**config.mk**
```make
export PLATFORM = sky130hd
export DESIGN_NAME = imu_caf_mul
export DESIGN_NICKNAME = d
export VERILOG_FILES = /design/src/sv/imu_caf_pkg.sv /design/src/sv/imu_caf_mul.sv
export SDC_FILE = /design/constraint.sdc
export NUM_CORES = 2
export LEC_CHECK = 0
export ABC_CLOCK_PERIOD_IN_PS = 21000
export BUFFER_PORTS_ARGS = -buffer_cell sky130_fd_sc_hd__buf_4
export CELL_PAD_IN_SITES_DETAIL_PLACEMENT = 0
export CELL_PAD_IN_SITES_GLOBAL_PLACEMENT = 1
export CORE_ASPECT_RATIO = 0.8
export CORE_MARGIN = 2
export CORE_UTILIZATION = 56
export CTS_CLUSTER_SIZE = 25
export DETAILED_ROUTE_END_ITERATION = 10
export GPL_TIMING_DRIVEN = 1
export HOLD_SLACK_MARGIN = 0.06
export MAX_ROUTING_LAYER = met4
export PLACE_DENSITY = 0.95
export SLEW_MARGIN = 20
export SYNTH_ARGS = -nofsm -noshare
export SYNTH_HDL_FRONTEND = slang
export SYNTH_SLANG_ARGS = --single-unit
```
**constraint.sdc**
```tcl
create_clock -name clk_i -period 21 [get_ports clk_i]
set_input_delay 2.1 -clock clk_i [delete_from_list [all_inputs] [get_ports clk_i]]
set_output_delay 2.1 -clock clk_i [all_outputs]
set_load 0.1 [all_outputs]
```
**src/sv/imu_caf_pkg.sv**
```systemverilog
// ----------------------------------------------------------------------------
// imu_caf_pkg
// Types, constants and the arctangent table of the attitude filter.
// ----------------------------------------------------------------------------
package imu_caf_pkg;

  localparam int FieldW  = 16;
  localparam int AngW    = 32;
  localparam int RangeW  = 2;
  localparam int StepW   = 24;
  localparam int CfgIdxW = 4;
  localparam int CfgDatW = 24;
  localparam int MagW    = 18;

  localparam int MulAW   = 33;
  localparam int MulBW   = 26;
  localparam int MulPW   = MulAW + MulBW;
  localparam int AccW    = 60;

  localparam int CordW   = 36;
  localparam int ZW      = 26;
  localparam int TabIdxW = 5;
  localparam int CordPreShift = 16;

  localparam int MagLow      = 8192;
  localparam int MagHigh     = 32768;
  localparam int RangeReset  = 0;
  localparam int StepReset   = 83886;
  localparam int RoundInt    = 1 << 22;
  localparam int IntShift    = 23;
  localparam int BlendKeep   = 64225;
  localparam int BlendGain   = 1311;
  localparam int BlendHalf   = 1 << 15;
  localparam int BlendShift  = 16;

  localparam logic signed [ZW-1:0] Deg90  = ZW'(90 * 65536);
  localparam logic signed [ZW-1:0] Deg180 = ZW'(180 * 65536);

  typedef enum logic [CfgIdxW-1:0] {
    REG_GYRO_RANGE = 4'd0,
    REG_TIME_STEP  = 4'd1
  } cfg_reg_e;

  typedef enum logic [1:0] {
    AX_PITCH = 2'd0,
    AX_ROLL  = 2'd1,
    AX_YAW   = 2'd2
  } axis_e;

  typedef enum logic [3:0] {
    ST_IDLE,
    ST_INT_MUL,
    ST_INT_ADD,
    ST_ATAN_START,
    ST_ATAN_WAIT,
    ST_BLEND_ANG,
    ST_BLEND_TILT,
    ST_BLEND_ADD,
    ST_DONE
  } state_e;

  typedef struct packed {
    logic signed [FieldW-1:0] accel_x;
    logic signed [FieldW-1:0] accel_y;
    logic signed [FieldW-1:0] accel_z;
    logic signed [FieldW-1:0] gyro_x;
    logic signed [FieldW-1:0] gyro_y;
    logic signed [FieldW-1:0] gyro_z;
  } in_item_t;

  typedef struct packed {
    logic signed [AngW-1:0] pitch_deg;
    logic signed [AngW-1:0] roll_deg;
    logic signed [AngW-1:0] yaw_deg;
    logic                   accel_blended;
  } out_item_t;

  typedef struct packed {
    logic [CfgIdxW-1:0] index;
    logic [CfgDatW-1:0] value;
  } cfg_item_t;

  // atan(2^-i) in degrees, q16
  function automatic logic signed [ZW-1:0] atan_tab_q16(input logic [TabIdxW-1:0] idx);
    case (idx)
      5'd0:    atan_tab_q16 = ZW'(2949120);
      5'd1:    atan_tab_q16 = ZW'(1740967);
      5'd2:    atan_tab_q16 = ZW'(919879);
      5'd3:    atan_tab_q16 = ZW'(466945);
      5'd4:    atan_tab_q16 = ZW'(234379);
      5'd5:    atan_tab_q16 = ZW'(117304);
      5'd6:    atan_tab_q16 = ZW'(58666);
      5'd7:    atan_tab_q16 = ZW'(29335);
      5'd8:    atan_tab_q16 = ZW'(14668);
      5'd9:    atan_tab_q16 = ZW'(7334);
      5'd10:   atan_tab_q16 = ZW'(3667);
      5'd11:   atan_tab_q16 = ZW'(1833);
      5'd12:   atan_tab_q16 = ZW'(917);
      5'd13:   atan_tab_q16 = ZW'(458);
      5'd14:   atan_tab_q16 = ZW'(229);
      5'd15:   atan_tab_q16 = ZW'(115);
      5'd16:   atan_tab_q16 = ZW'(57);
      5'd17:   atan_tab_q16 = ZW'(29);
      5'd18:   atan_tab_q16 = ZW'(14);
      5'd19:   atan_tab_q16 = ZW'(7);
      5'd20:   atan_tab_q16 = ZW'(4);
      5'd21:   atan_tab_q16 = ZW'(2);
      5'd22:   atan_tab_q16 = ZW'(1);
      default: atan_tab_q16 = '0;
    endcase
  endfunction

  // clamp to the signed 32-bit angle range
  function automatic logic signed [AngW-1:0] sat_ang(input logic signed [AccW-1:0] v);
    if (v[AccW-1:AngW-1] == '0 || v[AccW-1:AngW-1] == '1) begin
      sat_ang = v[AngW-1:0];
    end else if (v[AccW-1]) begin
      sat_ang = {1'b1, {(AngW-1){1'b0}}};
    end else begin
      sat_ang = {1'b0, {(AngW-1){1'b1}}};
    end
  endfunction

endpackage

```
**src/sv/imu_caf_mul.sv**
```systemverilog
// ----------------------------------------------------------------------------
// imu_caf_mul
// Shared signed multiplier with a registered product.
// ----------------------------------------------------------------------------
module imu_caf_mul (
  input  logic                                   clk_i,
  input  logic signed [imu_caf_pkg::MulAW-1:0]   a_i,
  input  logic signed [imu_caf_pkg::MulBW-1:0]   b_i,
  output logic signed [imu_caf_pkg::MulPW-1:0]   p_o
);
  import imu_caf_pkg::*;

  logic signed [MulPW-1:0] p_q;

  always_ff @(posedge clk_i) begin
    p_q <= MulPW'(a_i) * MulPW'(b_i);
  end

  assign p_o = p_q;

endmodule

```
==> flow_metrics.py <==
metrics = {
    "timing": {
        "worstMarginPinSlew_ns": 1.08,
        "slew-limit-headroom_pct": 27.7,
        "max_freq_mhz": 109,
        "period_share_pct": 43.5,
        "slew_violations": 0,
        "fin_ws_ns": 11.87,
        "grt_setup_unrepaired": "false",
        "min_period_ns": 9.13,
        "finalSetupTns_ns": 0,
        "setup_violations": 0,
        "hold_viol_final": 0,
    },
    "clock_network": {
        "numCtsBuffers": 9,
        "cts_max_level": 3,
        "root_buffer": "clkbuf_16",
        "cts_buffer_depth": 2,
        "holdBufCountCts": 0,
        "clkSinkCount": 59,
        "cts_setup_buffers": 0,
        "clkSlewWorstSetupHoldPaths_ns": 0.06,
        "cts.repair.resized": 0,
        "cts_tree": "done",
    },
    "critical_path": {
        "cp-start-kind": "primary input",
        "crit_start": "b_i[25]",
        "critical_path_class": "primary input to flip-flop",
        "worstPathRequired_ns": 21.25,
        "cp_max_fo": 26,
        "endpoint": "p_o[57]$_DFF_P_",
        "end_kind": "flip-flop",
        "crit_arrival_ns": 9.39,
    },
    "layout": {
        "area_growth_pct": 4.98,
        "nets": 4432,
        "nFillCells": 4765,
        "largest_register_ffs": 59,
        "layout-drive-gt1-share_pct": 4.46,
        "final_cells": 4090,
        "utilization_pct": 59.4,
    },
    "drt": {
        "firstDrtPassIters": 6,
        "drc": 0,
        "wire_per_inst_um": 21.0,
        "vias_per_cell": 5.50,
        "num_vias": 22500,
        "drtIter0Drc": 1929,
        "ant_nets": 0,
        "routed_wl_um": 85800,
    },
    "synthesis": {
        "ys_async_sr_fraction_pct": 0,
        "netlist_instances": 3360,
        "synth_edf_count": 0,
        "synth_seq_cells": 59,
        "synthTopCellsByArea": "fa_1 (56%), inv_1 (10%), and2_1 (7.1%), ha_1 (6.4%), nand2_1 (6.2%)",
        "syn-num-nets": 4458,
        "yosysSeqAreaShare_pct": 3.78,
        "yosysTopAreaCell": "fa_1",
        "synth_flop_cell": "dfxtp_1",
        "synth_top_area_share_pct": 56.3,
        "yosysUniqueCellTypes": 66,
        "synth_common_cells": "fa_1 (878), inv_1 (862), nand2_1 (512), and2_1 (356), ha_1 (160)",
        "syn_area_mm2": 0.0312,
        "synth_warnings": 0,
        "yosysMostFrequentCell": "fa_1",
        "avgSynthCellArea_um2": 9.30,
    },
    "min_path": {
        "hp-class": "primary input to flip-flop",
    },
    "placed_design": {
        "globalplace.congestion": 0.966,
        "dp_slack_ns": 11.59,
        "dp.cells": 4073,
        "io_buffer_count": 118,
        "dp_hpwl_um": 66500,
    },
    "global_routing": {
        "antenna_found_initial": 3,
        "track_usage_pct": 33.4,
        "grt_overflow": 0,
        "grt_max_degree": 34,
        "grt_pass1_vias": 24400,
        "grt_pass1_wl_um": 141000,
    },
    "flow_run": {
        "drv_cap": 0,
    },
    "floorplan": {
        "start_util_pct": 56.6,
        "core_area_mm2": 0.0552,
        "fp.dieH_um": 215,
        "fp-row-count": 77,
        "io_pins": 119,
        "die_w_um": 268,
        "dieArea_mm2": 0.0577,
    },
    "outcome": {
        "status": "completed",
    },
}
==> final cells by class <==
class | count | area (µm²) | area share (%)
Multi-Input combinational cell | 2283 | 26200 | 79.9
Inverter | 863 | 3240 | 9.88
Sequential cell | 59 | 1180 | 3.60
Antenna cell | 1 | 2.50 | 0.00763
Clock inverter | 6 | 88.8 | 0.271
Timing Repair Buffer | 118 | 886 | 2.70
Clock buffer | 10 | 239 | 0.729
Tap cell | 750 | 938 | 2.86
==> how the worst min path moves through the flow <==
stage                       from  cells after the start  slack [ns]              to
final                     b_i[0]                      2        2.23  p_o[0]$_DFF_P_
after global routing      b_i[0]                      2        2.25  p_o[0]$_DFF_P_
after CTS                 b_i[0]                      2        2.21  p_o[0]$_DFF_P_
after detailed placement  b_i[0]                      2        2.59  p_o[0]$_DFF_P_
after global placement    b_i[0]                      2        2.58  p_o[0]$_DFF_P_
after floorplan           b_i[0]                      1        2.22  p_o[0]$_DFF_P_
==> cell families after synthesis <==
family,Yosys count,synth area share [%]
fa+ha+maj,1038,62.7
buf+inv,1018,12.3
simple gates,1007,15.7
compound gates,174,3.78
xor+xnor,63,1.77
flops,59,3.78
mux,1,0.0321
==> worst max-delay path, stage by stage <==
cell and delay (ns):
buf_4 0.18, clkinv_1 0.85, nor2_1 0.41, fa_1 0.48
fa_1 0.52, fa_1 0.47, fa_1 0.53, fa_1 0.43
fa_1 0.49, inv_1 0.06, fa_1 0.49, inv_1 0.05
ha_1 0.40, nand3_1 0.19, nor4_1 0.46, nand4_1 0.16
a211oi_1 0.49, o21ai_1 0.24, o311ai_0 0.34
==> routing by layer <==
layer	vias up	GRT usage [%]	wire (µm)
met4	0	7.58	1970
met1	11500	48.7	36500
li1	9517	-	-
met5	-	-	0
met2	1300	44.0	35000
met3	152	12.6	12300
==> stage by stage <==
stage	instance area (µm²)	hold WS, ns
after detailed placement	32500	2.59
after global routing	32800	2.25
after global placement	32500	2.58
final	32800	2.23
after CTS	32800	2.21
after floorplan	31200	2.22
==> cell usage in the layout, fill, tap and decap left out, types with 3 or more instances in the layout <==
master / n
nor3_1: 14
a31oi_1: 3
nor2b_1: 3
a211oi_1: 9
buf_4: 118
a21o_1: 26
inv_1: 862
a211o_1: 4
dfxtp_1: 59
a21oi_1: 49
xor2_1: 19
nor2_1: 51
o31ai_1: 3
nand3_1: 13
clkbuf_16: 9
or3_1: 3
o21ai_0: 27
fa_1: 877
o21bai_1: 5
nand2_1: 512
o21a_1: 9
and2_1: 356
and3_1: 10
and4_1: 8
o211ai_1: 3
nand4_1: 12
nand2b_1: 15
ha_1: 160
o21ai_1: 4
xnor2_1: 44
or2_2: 4
a21boi_0: 3
Power is left out: the tool's default activity adds up to more than one toggle a clock period on the data nets, which glitch-free logic cannot reach.
