**config.mk**
```make
export PLATFORM = sky130hd
export DESIGN_NAME = imu_caf_cordic
export DESIGN_NICKNAME = d
export VERILOG_FILES = /design/src/sv/imu_caf_pkg.sv /design/src/sv/imu_caf_cordic.sv
export SDC_FILE = /design/constraint.sdc
export NUM_CORES = 1
export LEC_CHECK = 0
export ABC_AREA = 1
export BUFFER_PORTS_ARGS = -buffer_cell sky130_fd_sc_hd__buf_2
export CAP_MARGIN = 20
export CORE_UTILIZATION = 60
export CTS_BUF_LIST = sky130_fd_sc_hd__clkbuf_4
export CTS_CLUSTER_DIAMETER = 100
export DETAILED_ROUTE_END_ITERATION = 8
export HOLD_SLACK_MARGIN = 0.02
export PLACE_DENSITY = 0.84
export SYNTH_ARGS = -nofsm -noshare
export SYNTH_HDL_FRONTEND = slang
export SYNTH_SLANG_ARGS = --single-unit
```
**constraint.sdc**
```tcl
create_clock -name clk_i -period 7.6 [get_ports clk_i]
set_input_delay 0.76 -clock clk_i [delete_from_list [all_inputs] [get_ports clk_i]]
set_output_delay 0.76 -clock clk_i [all_outputs]
set_load 0.02 [all_outputs]
```
**src/sv/imu_caf_pkg.sv**
```systemverilog
// ----------------------------------------------------------------------------
// imu_caf_pkg
// Types, constants and the arctangent table of the attitude filter.
// ----------------------------------------------------------------------------
package imu_caf_pkg;

  localparam int FieldW  = 16;
  localparam int AngW    = 32;
  localparam int RangeW  = 2;
  localparam int StepW   = 24;
  localparam int CfgIdxW = 4;
  localparam int CfgDatW = 24;
  localparam int MagW    = 18;

  localparam int MulAW   = 33;
  localparam int MulBW   = 26;
  localparam int MulPW   = MulAW + MulBW;
  localparam int AccW    = 60;

  localparam int CordW   = 36;
  localparam int ZW      = 26;
  localparam int TabIdxW = 5;
  localparam int CordPreShift = 16;

  localparam int MagLow      = 8192;
  localparam int MagHigh     = 32768;
  localparam int RangeReset  = 0;
  localparam int StepReset   = 83886;
  localparam int RoundInt    = 1 << 22;
  localparam int IntShift    = 23;
  localparam int BlendKeep   = 64225;
  localparam int BlendGain   = 1311;
  localparam int BlendHalf   = 1 << 15;
  localparam int BlendShift  = 16;

  localparam logic signed [ZW-1:0] Deg90  = ZW'(90 * 65536);
  localparam logic signed [ZW-1:0] Deg180 = ZW'(180 * 65536);

  typedef enum logic [CfgIdxW-1:0] {
    REG_GYRO_RANGE = 4'd0,
    REG_TIME_STEP  = 4'd1
  } cfg_reg_e;

  typedef enum logic [1:0] {
    AX_PITCH = 2'd0,
    AX_ROLL  = 2'd1,
    AX_YAW   = 2'd2
  } axis_e;

  typedef enum logic [3:0] {
    ST_IDLE,
    ST_INT_MUL,
    ST_INT_ADD,
    ST_ATAN_START,
    ST_ATAN_WAIT,
    ST_BLEND_ANG,
    ST_BLEND_TILT,
    ST_BLEND_ADD,
    ST_DONE
  } state_e;

  typedef struct packed {
    logic signed [FieldW-1:0] accel_x;
    logic signed [FieldW-1:0] accel_y;
    logic signed [FieldW-1:0] accel_z;
    logic signed [FieldW-1:0] gyro_x;
    logic signed [FieldW-1:0] gyro_y;
    logic signed [FieldW-1:0] gyro_z;
  } in_item_t;

  typedef struct packed {
    logic signed [AngW-1:0] pitch_deg;
    logic signed [AngW-1:0] roll_deg;
    logic signed [AngW-1:0] yaw_deg;
    logic                   accel_blended;
  } out_item_t;

  typedef struct packed {
    logic [CfgIdxW-1:0] index;
    logic [CfgDatW-1:0] value;
  } cfg_item_t;

  // atan(2^-i) in degrees, q16
  function automatic logic signed [ZW-1:0] atan_tab_q16(input logic [TabIdxW-1:0] idx);
    case (idx)
      5'd0:    atan_tab_q16 = ZW'(2949120);
      5'd1:    atan_tab_q16 = ZW'(1740967);
      5'd2:    atan_tab_q16 = ZW'(919879);
      5'd3:    atan_tab_q16 = ZW'(466945);
      5'd4:    atan_tab_q16 = ZW'(234379);
      5'd5:    atan_tab_q16 = ZW'(117304);
      5'd6:    atan_tab_q16 = ZW'(58666);
      5'd7:    atan_tab_q16 = ZW'(29335);
      5'd8:    atan_tab_q16 = ZW'(14668);
      5'd9:    atan_tab_q16 = ZW'(7334);
      5'd10:   atan_tab_q16 = ZW'(3667);
      5'd11:   atan_tab_q16 = ZW'(1833);
      5'd12:   atan_tab_q16 = ZW'(917);
      5'd13:   atan_tab_q16 = ZW'(458);
      5'd14:   atan_tab_q16 = ZW'(229);
      5'd15:   atan_tab_q16 = ZW'(115);
      5'd16:   atan_tab_q16 = ZW'(57);
      5'd17:   atan_tab_q16 = ZW'(29);
      5'd18:   atan_tab_q16 = ZW'(14);
      5'd19:   atan_tab_q16 = ZW'(7);
      5'd20:   atan_tab_q16 = ZW'(4);
      5'd21:   atan_tab_q16 = ZW'(2);
      5'd22:   atan_tab_q16 = ZW'(1);
      default: atan_tab_q16 = '0;
    endcase
  endfunction

  // clamp to the signed 32-bit angle range
  function automatic logic signed [AngW-1:0] sat_ang(input logic signed [AccW-1:0] v);
    if (v[AccW-1:AngW-1] == '0 || v[AccW-1:AngW-1] == '1) begin
      sat_ang = v[AngW-1:0];
    end else if (v[AccW-1]) begin
      sat_ang = {1'b1, {(AngW-1){1'b0}}};
    end else begin
      sat_ang = {1'b0, {(AngW-1){1'b1}}};
    end
  endfunction

endpackage

```
**src/sv/imu_caf_cordic.sv**
```systemverilog
// ----------------------------------------------------------------------------
// imu_caf_cordic
// Iterative vectoring CORDIC: atan2(y, x) in degrees q16, one step a cycle.
// ----------------------------------------------------------------------------
module imu_caf_cordic #(
  parameter int unsigned Steps = 16
) (
  input  logic                                  clk_i,
  input  logic                                  rst_ni,
  input  logic                                  start_i,
  input  logic signed [imu_caf_pkg::FieldW-1:0] y_i,
  input  logic signed [imu_caf_pkg::FieldW-1:0] x_i,
  output logic                                  done_o,
  output logic signed [imu_caf_pkg::ZW-1:0]     z_o
);
  import imu_caf_pkg::*;

  localparam logic [TabIdxW-1:0] LastStep = TabIdxW'(Steps - 1);

  logic                     busy_q;
  logic                     done_q;
  logic [TabIdxW-1:0]       cnt_q;
  logic signed [CordW-1:0]  x_q;
  logic signed [CordW-1:0]  y_q;
  logic signed [ZW-1:0]     z_q;

  logic signed [FieldW:0]   xe;
  logic signed [FieldW:0]   ye;
  logic signed [FieldW:0]   xr;
  logic signed [FieldW:0]   yr;
  logic signed [ZW-1:0]     zr;
  logic signed [ZW-1:0]     zs;
  logic                     special;
  logic signed [CordW-1:0]  xs;
  logic signed [CordW-1:0]  ys;
  logic                     y_pos;

  // axis cases and quarter-turn pre-rotation
  always_comb begin
    xe      = (FieldW+1)'(x_i);
    ye      = (FieldW+1)'(y_i);
    special = (y_i == '0) || (x_i == '0);
    if (y_i == '0) begin
      zs = x_i[FieldW-1] ? Deg180 : '0;
    end else begin
      zs = y_i[FieldW-1] ? -Deg90 : Deg90;
    end
    xr = xe;
    yr = ye;
    zr = '0;
    if (x_i[FieldW-1]) begin
      if (!y_i[FieldW-1]) begin
        xr = ye;
        yr = -xe;
        zr = Deg90;
      end else begin
        xr = -ye;
        yr = xe;
        zr = -Deg90;
      end
    end
  end

  assign xs    = x_q >>> cnt_q;
  assign ys    = y_q >>> cnt_q;
  assign y_pos = !y_q[CordW-1] && (y_q != '0);

  always_ff @(posedge clk_i or negedge rst_ni) begin
    if (!rst_ni) begin
      busy_q <= 1'b0;
      done_q <= 1'b0;
      cnt_q  <= '0;
    end else begin
      done_q <= 1'b0;
      if (start_i) begin
        cnt_q  <= '0;
        busy_q <= !special;
        done_q <= special;
      end else if (busy_q) begin
        cnt_q <= cnt_q + 1'b1;
        if (cnt_q == LastStep) begin
          busy_q <= 1'b0;
          done_q <= 1'b1;
        end
      end
    end
  end

  always_ff @(posedge clk_i) begin
    if (start_i) begin
      x_q <= CordW'(xr) <<< CordPreShift;
      y_q <= CordW'(yr) <<< CordPreShift;
      z_q <= special ? zs : zr;
    end else if (busy_q) begin
      if (y_pos) begin
        x_q <= x_q + ys;
        y_q <= y_q - xs;
        z_q <= z_q + atan_tab_q16(cnt_q);
      end else begin
        x_q <= x_q - ys;
        y_q <= y_q + xs;
        z_q <= z_q - atan_tab_q16(cnt_q);
      end
    end
  end

  assign done_o = done_q;
  assign z_o    = z_q;

endmodule

```
==> results.py, run 1 <==
metrics = {
    "run_status": {
        "outcome": "completed",
    },
    "grt": {
        "gr-usage-met2_pct": 69.3,
        "grt_remaining_overflow": 0,
        "grt_max_degree": 78,
        "use_met3_pct": 9.12,
        "grt_use_met1_pct": 58.5,
        "grt_usage_pct": 44.3,
        "antenna_found_initial": 3,
        "grt_first_pass_wirelength_um": 99000,
        "busiest_layer": "met2",
        "first_global_vias": 18279,
    },
    "critical_path": {
        "worstPathRequired_ns": 7.94,
        "path_class": "register to register",
        "cp.arrival_ns": 6.44,
        "path_common_cell": "nand2_1",
        "cpMaxStageDelayCell": "dfrtp_1",
        "crit_fanout": 25,
        "worst_setup_path_start_kind": "register",
        "crit_path_end_kind": "register",
        "crit_chain": "inv_1 -> buf_4 -> o211ai_1 -> o211ai_1 -> inv_1 -> ha_1 -> nand3_1 -> nor2_1 -> nand2_1 -> o31ai_2 -> xor2_1 -> ha_1 -> nand2_1 -> nor2_1 -> nand4_1 -> o21ai_0 -> a21oi_1 -> o21ai_0 -> nand3_1 -> nand2_1 -> nand2_1 -> nand3_1 -> nand2_1",
        "slowest_delay_ns": 0.93,
    },
    "sta": {
        "fin_crit_ns": 6.10,
        "drv_slew": 0,
        "hold_viol": 0,
        "fin_crit_sh_pct": 80.3,
        "tns_ns": 0,
        "slew-limit-headroom_pct": 35.1,
        "setup_viol": 0,
        "fmax_mhz": 164,
        "tightest_slew_ns": 0.972,
        "clock_skew_ns": 0.0479,
        "rsz0062_at_grt": "false",
    },
    "clock_tree": {
        "cts_tree": "built",
        "clock_latency_ns": 0.57,
        "clockBufferDepth": 2,
        "path_clk_slew_ns": 0.22,
        "cts_sinks": 105,
        "htreeDepth": 3,
        "cts_setup_buffers": 0,
        "cts-buffers-inserted": 9,
        "cts_root_buf": "clkbuf_4",
    },
    "drt": {
        "vias": 20587,
        "ant_nets": 0,
        "drt_iter0_drc": 3089,
        "dr.pass1.iters": 9,
        "viasPerCell": 6.35,
        "drc": 0,
        "drt_wl_total_um": 64300,
        "avgRoutedWirePerCell_um": 19.8,
    },
    "synthesis": {
        "async_flop_share_pct": 6.67,
        "synth_area_um2": 16800,
        "yosysWarnings": 0,
        "synth_seq_cells": 105,
        "synth_fp_nets": 3030,
        "synth_ff_type": "edfxtp_1",
        "syn-instance-count": 2882,
        "synth.yosys.seq_area_share_pct": 16.7,
        "synth_cell_type_count": 57,
        "synth_area_per_cell_um2": 5.83,
        "synth-edff-count": 66,
    },
    "floorplanning": {
        "die_area_um2": 28700,
        "core_area_um2": 27200,
        "start_util_pct": 61.8,
        "die_w_um": 169,
        "row_count": 60,
        "die_h_um": 169,
        "io_pins": 62,
    },
    "run": {
        "maxCapViolations": 0,
    },
    "place": {
        "port_buffers": 61,
        "gp_congestion": 1.06,
        "hpwl_um": 51000,
    },
    "cells_and_area": {
        "nFillCells": 2718,
        "drive_gt1_share_pct": 5.34,
        "area_growth_pct": 3.17,
        "fin_nets": 3009,
    },
    "min_path": {
        "min_path_type": "register to register",
    },
}
-- flip-flops by register name, indices dropped and copies added, names as in the netlist --
| signal | count |
|---|---|
| z_o | 26 |
| x_q | 36 |
| y_q | 36 |
| busy_q | 1 |
| done_o | 1 |
| cnt_q | 5 |
-- path summary, 6_finish.rpt --
kind | startpoint | endpoint | slack, ns | cells after the start
max | cnt_q[4] | z_o[22] | 1.50 | 23
min | x_q[0] | x_q[0] | 0.54 | 2
max reg2reg | cnt_q[4] | z_o[22] | 1.50 | 23
min reg2reg | x_q[0] | x_q[0] | 0.54 | 2
max in group asynchronous | rst_ni | busy_q | 6.78 | 2
min in group asynchronous | rst_ni | done_o | 0.55 | 2
-- area by class of cell --
cell class	count	area, um^2	area share (%)
Antenna cell	2	5.00	0.0289
Clock buffer	9	67.6	0.390
Clock inverter	7	73.8	0.426
Inverter	297	1110	6.43
Multi-Input combinational cell	2364	12300	71.1
Sequential cell	105	2800	16.2
Tap cell	372	465	2.69
Timing Repair Buffer	84	480	2.77
-- placed cells by master (no fill, tap or decap), types with 4 or more instances in the layout --
master / count
o31ai_1: 9
o21bai_1: 4
nor2_1: 224
clkbuf_4: 9
xor2_1: 95
nand3b_1: 6
o21ai_0: 203
ha_1: 110
o221ai_1: 9
buf_4: 22
o2111ai_1: 4
nand2_1: 833
o22ai_1: 22
nand3_1: 414
o211ai_1: 10
inv_2: 17
nor2_4: 5
a21boi_0: 5
nor4_1: 14
or2_2: 5
clkinv_1: 7
o21ai_1: 16
inv_1: 275
xnor2_1: 28
nand4_1: 31
nor2_2: 8
nor3_1: 27
a31oi_1: 30
a21oi_1: 196
a21o_1: 13
nand2_2: 7
dfxtp_1: 32
edfxtp_1: 66
dfrtp_1: 4
buf_2: 61
-- stage by stage --
stage          area (um^2)  utilization [%]  setup WS (ns)  instances  hold WS [ns]
6_report             17300             63.8           1.50       3240         0.541
5_1_grt              17300             63.8           1.17       3240         0.547
4_1_cts              17300             63.7           1.77       3238         0.529
3_3_place_gp         17200             63.2           1.97       3221         0.513
3_5_place_dp         17200             63.2           1.85       3221         0.513
2_1_floorplan        16800                -           3.26       2882         0.464
-- logic make-up after synthesis --
| logic type | after synthesis | synth area share [%] |
|---|---|---|
| AO/OA/AOI/OAI | 538 | 17.7 |
| XOR/XNOR | 123 | 6.41 |
| adder cells (fa/ha/maj) | 113 | 8.55 |
| buffers and inverters | 413 | 10.1 |
| flip-flops | 105 | 16.7 |
| AND/OR/NAND/NOR | 1590 | 40.6 |
-- routing by layer --
layer | vias up | share of wire, %
met5 | - | 0
met4 | 0 | 5.5
met3 | 239 | 12
met2 | 1368 | 43
met1 | 9312 | 40
li1 | 9668 | -
-- worst max-delay path, delay by kind of cell, from the launching register on --
kind	cells	cell delay (ns)
AND/OR/NAND/NOR	11	1.25
XOR/XNOR	1	0.17
AO/OA/AOI/OAI	6	1.70
buffers and inverters	3	1.24
adder cells (fa/ha/maj)	2	0.54
flip-flops	1	0.93
-- cell usage after synthesis (all sizes together) (54+ instances only) --
cell	instances	share of area, %
xor2	95	5.0
ha	110	8.2
edfxtp	66	12
buf	62	2.3
o21ai	221	6.6
nand3	415	12
nor2	237	5.6
inv	292	6.5
nand2	841	19
a21oi	196	5.8
clkbuf	54	1.2
-- repair_timing --
item	in CTS	in global routing
hold endpoints to repair	6	0
hold buffers	1	0
resized for setup	0	0
setup endpoints to repair	0	0
Power of run 1 is left out: the tool's default activity adds up to more than one toggle a clock period on the data nets, which glitch-free logic cannot reach.
==> run 2: changes to the inputs <==
- ABC_AREA: 1 -> 0
- PLACE_DENSITY: 0.84 -> 0.87
- clock period: 7.6 -> 5.55 ns (I/O delays scaled with it)
==> results.py, run 2 <==
metrics = {
    "grt": {
        "grt_remaining_overflow": 26,
        "grt_usage_pct": 69.7,
        "grt_first_pass_wirelength_um": 150000,
        "first_global_vias": 24958,
        "grt_max_degree": 63,
    },
    "run_status": {
        "outcome": "aborted with a tool error",
        "stop_error": "[ERROR GRT-0116] Global routing finished with congestion. Check the congestion regions in the DRC Viewer.",
        "stop_stage": "global routing",
    },
    "synthesis": {
        "synth-edff-count": 66,
        "async_flop_share_pct": 6.67,
        "synthTopCellsByArea": "edfxtp_1, mux4_2, ha_1",
        "synth.yosys.seq_area_share_pct": 16.5,
        "synth_fp_nets": 2155,
        "synth_cell_type_count": 96,
        "yosysWarnings": 0,
        "yosys-top-cells-count": "nand2_1, nor2_1, o21ai_0",
        "synth_area_um2": 16900,
        "yosysTopAreaCell": "edfxtp_1",
        "syn-instance-count": 2007,
        "synth_ff_type": "edfxtp_1",
        "synth_seq_cells": 105,
        "yosysTopAreaCellShare_pct": 11.7,
        "synth_area_per_cell_um2": 8.43,
        "yosysMostFrequentCell": "nand2_1",
    },
    "place": {
        "gp_congestion": 1.21,
        "hpwl_um": 55700,
        "port_buffers": 61,
        "placedCellCount": 2774,
    },
    "clock_tree": {
        "cts_sinks": 105,
        "cts-buffers-inserted": 9,
        "cts_root_buf": "clkbuf_4",
        "clockBufferDepth": 2,
        "htreeDepth": 3,
    },
    "floorplanning": {
        "die_w_um": 170,
        "start_util_pct": 60.9,
        "row_count": 61,
        "die_h_um": 170,
        "io_pins": 62,
    },
}
run 2: changes by cell type after synthesis, sizes merged, moves of 75 or more:
| cell | before | now |
|---|---|---|
| mux2i | 0 | 80 |
| o21ai | 221 | 140 |
| nand2 | 841 | 192 |
| inv | 292 | 42 |
| xnor2 | 28 | 103 |
| mux4 | 0 | 86 |
| nand3 | 415 | 35 |
run 2: timing repair:
action	in CTS
setup endpoints to repair	51
hold buffers	1
pin swaps	80
setup buffers	69
cloned	0
endpoints found under the hold margin	7
resized for setup	138
run 2: cells by family after synthesis:
family / synth area share [%]
fa+ha+maj: 8.49
simple gates: 16.8
compound gates: 23.9
mux: 19.6
xor+xnor: 10.0
flops: 16.5
buf+inv: 4.65
run 2: through the flow:
step                      setup WS [ns]  instance area (um^2)  util, %
after floorplan                  -0.140                 17100        -
after CTS                        -0.511                 22000     79.1
after global placement           -0.374                 20800     74.7
after detailed placement         -0.770                 20800     74.7
run 2: metal layers:
layer | GRT overflow | GRT usage (%)
met2 | 15 | 86.6
met1 | 0 | 70.7
met5 | 0 | 20.3
met3 | 0 | 55.6
met4 | 11 | 64.7
==> run 3: changes to the inputs <==
- CORE_UTILIZATION: 60 -> 40
- CTS_BUF_LIST: sky130_fd_sc_hd__clkbuf_4 -> default
- CTS_CLUSTER_DIAMETER: 100 -> default
- HOLD_SLACK_MARGIN: 0.02 -> default
- PLACE_DENSITY: 0.87 -> default
- PLACE_DENSITY_LB_ADDON: default -> 0.15
- clock period: 5.55 -> 7.2 ns (I/O delays scaled with it)
==> results.py, run 3 <==
metrics = {
    "clock_tree": {
        "cts_root_buf": "clkbuf_16",
        "cts_hold_buf": 0,
        "clockBufferDepth": 2,
        "clock_latency_ns": 0.43,
        "cts_sinks": 105,
        "htreeDepth": 3,
        "cts_tree": "built",
        "cts.repair.resized": 0,
        "path_clk_slew_ns": 0.09,
        "cts_setup_buffers": 0,
        "cts-buffers-inserted": 9,
    },
    "grt": {
        "grt_remaining_overflow": 0,
        "gr-usage-met2_pct": 46.9,
        "busiest_layer": "met2",
        "antenna_found_initial": 1,
        "use_met3_pct": 5.79,
        "grt_use_met1_pct": 43.0,
        "grt_max_degree": 85,
        "grt_first_pass_wirelength_um": 101000,
        "grt_usage_pct": 30.8,
        "first_global_vias": 15598,
    },
    "floorplanning": {
        "start_util_pct": 41.0,
        "die_h_um": 208,
        "io_pins": 62,
        "core_area_um2": 41300,
        "die_area_um2": 43100,
        "die_w_um": 208,
        "row_count": 74,
    },
    "cells_and_area": {
        "fin_nets": 2184,
        "multi_input_area_um2": 13400,
        "regArea_um2": 2810,
        "nFillCells": 4184,
        "mostFrequentLayoutCells": "nand2_1, nor2_1, o21ai_0, a21oi_1, ha_1",
        "final_common_cell": "nand2_1",
        "drive_gt1_share_pct": 16.8,
        "area_growth_pct": 8.52,
    },
    "synthesis": {
        "synth_fp_nets": 2155,
        "yosysWarnings": 0,
        "synth-edff-count": 66,
        "synthTopCellsByArea": "edfxtp_1, mux4_2, ha_1",
        "synth_ff_type": "edfxtp_1",
        "yosys-top-cells-count": "nand2_1, nor2_1, o21ai_0",
        "async_flop_share_pct": 6.67,
        "synth_seq_cells": 105,
        "yosysMostFrequentCell": "nand2_1",
        "yosysTopAreaCell": "edfxtp_1",
        "yosysTopAreaCellShare_pct": 11.7,
        "synth_area_um2": 16900,
        "syn-instance-count": 2007,
        "synth.yosys.seq_area_share_pct": 16.5,
        "synth_area_per_cell_um2": 8.43,
        "synth_cell_type_count": 96,
    },
    "sta": {
        "fin_crit_ns": 6.76,
        "fin_crit_sh_pct": 93.9,
        "tns_ns": 0,
        "hold_viol": 0,
        "clock_skew_ns": 0.0206,
        "rsz0062_at_grt": "false",
        "setup_viol": 0,
        "fmax_mhz": 148,
        "slew-limit-headroom_pct": 26.6,
        "drv_slew": 0,
        "tightest_slew_ns": 1.10,
    },
    "place": {
        "port_buffers": 61,
        "hpwl_um": 52500,
        "gp_congestion": 1.02,
    },
    "min_path": {
        "min_path_type": "input port to asynchronous set/reset pin",
    },
    "critical_path": {
        "crit_path_end_kind": "register",
        "crit_fanout": 56,
        "worstPathRequired_ns": 7.37,
        "cp.arrival_ns": 6.93,
        "startpoint": "cnt_q[1]",
        "r2r_start": "cnt_q[1]",
        "path_class": "register to register",
        "worst_setup_path_start_kind": "register",
    },
    "power": {
        "power_density_nw_per_um2": 604,
        "power.total_mw": 11.1,
        "peakVddDrop_mv": 0.243,
        "leakagePower_nw": 7.49,
    },
    "drt": {
        "drc": 0,
        "dr.pass1.iters": 6,
        "ant_nets": 0,
        "drt_wl_total_um": 67200,
        "viasPerCell": 6.50,
        "drt_iter0_drc": 1956,
        "avgRoutedWirePerCell_um": 26.1,
        "vias": 16722,
    },
    "run": {
        "maxCapViolations": 0,
    },
    "run_status": {
        "outcome": "completed",
    },
}
==> run 3: final cells by class <==
| class | count | area share, % |
|---|---|---|
| timing repair buffer | 148 | 5.71 |
| tap | 532 | 3.63 |
| antenna | 1 | 0.0136 |
| multi-input combinational | 1728 | 72.7 |
| sequential | 105 | 15.3 |
| inverter | 44 | 0.900 |
| clock buffer | 9 | 1.23 |
| clock inverter | 7 | 0.457 |
==> run 3: routing by layer <==
layer	share of wire [%]	vias to the layer above
met5	0	-
met4	4.3	0
li1	-	7686
met3	7.6	114
met2	43	724
met1	45	8198
==> run 3: worst paths after layout <==
check                            to  slack [ns]  depth (start not counted)
min                        cnt_q[0]        0.17                          1
min reg2reg                  x_q[0]        0.57                          2
max reg2reg                 y_q[32]        0.44                         22
max                         y_q[32]        0.44                         22
min in group clk_i           x_q[0]        0.57                          2
max in group asynchronous  cnt_q[2]        6.77                          1
==> run 3: critical path, stage by stage (launching register included) <==
cell and delay (ns):
dfrtp_4 0.69, buf_12 0.36, mux4_2 0.48, a32oi_1 0.26, o2111ai_1 0.26, or4_1 0.52, or3_1 0.36, or3_1 0.60
nor3_1 0.32, a31oi_1 0.13, xor2_1 0.18, ha_1 0.38, a21o_1 0.22, a21o_1 0.17, a221oi_1 0.40, nand3_1 0.14
o2111ai_1 0.15, a211o_1 0.18, a31o_2 0.18, nand2b_1 0.06, a21oi_1 0.18, xor2_1 0.15, o21ai_0 0.08
==> run 3: kinds of logic after synthesis <==
kind of cell    count (synthesis)  share of synthesized area [%]
mux                           216                           19.6
fa+ha+maj                     113                           8.49
simple gates                  604                           16.8
buf+inv                       174                           4.65
compound gates                601                           23.9
flops                         105                           16.5
xor+xnor                      194                           10.0
==> run 3: where the power goes <==
group          switching [mW]  total [mW]  leakage (nW)  internal, mW
clock                   0.298       0.575         0.149         0.277
combinational            5.06        8.89          6.28          3.83
sequential              0.600        1.62          1.06          1.02
total                    5.96        11.1          7.49          5.12
==> run 3: per-stage QoR <==
step	setup WS (ns)	hold WS [ns]	instances	util [%]	instance area [um^2]
4_1_cts	0.231	0.153	2567	44.3	18300
5_1_grt	0.0299	0.178	2573	44.5	18400
6_report	0.437	0.173	2574	44.5	18400
3_3_place_gp	0.293	0.548	2551	43.5	18000
2_1_floorplan	0.898	0.424	2007	-	16900
3_5_place_dp	0.286	0.562	2551	43.5	18000
Note: power is estimated with default switching activity, not from simulation.
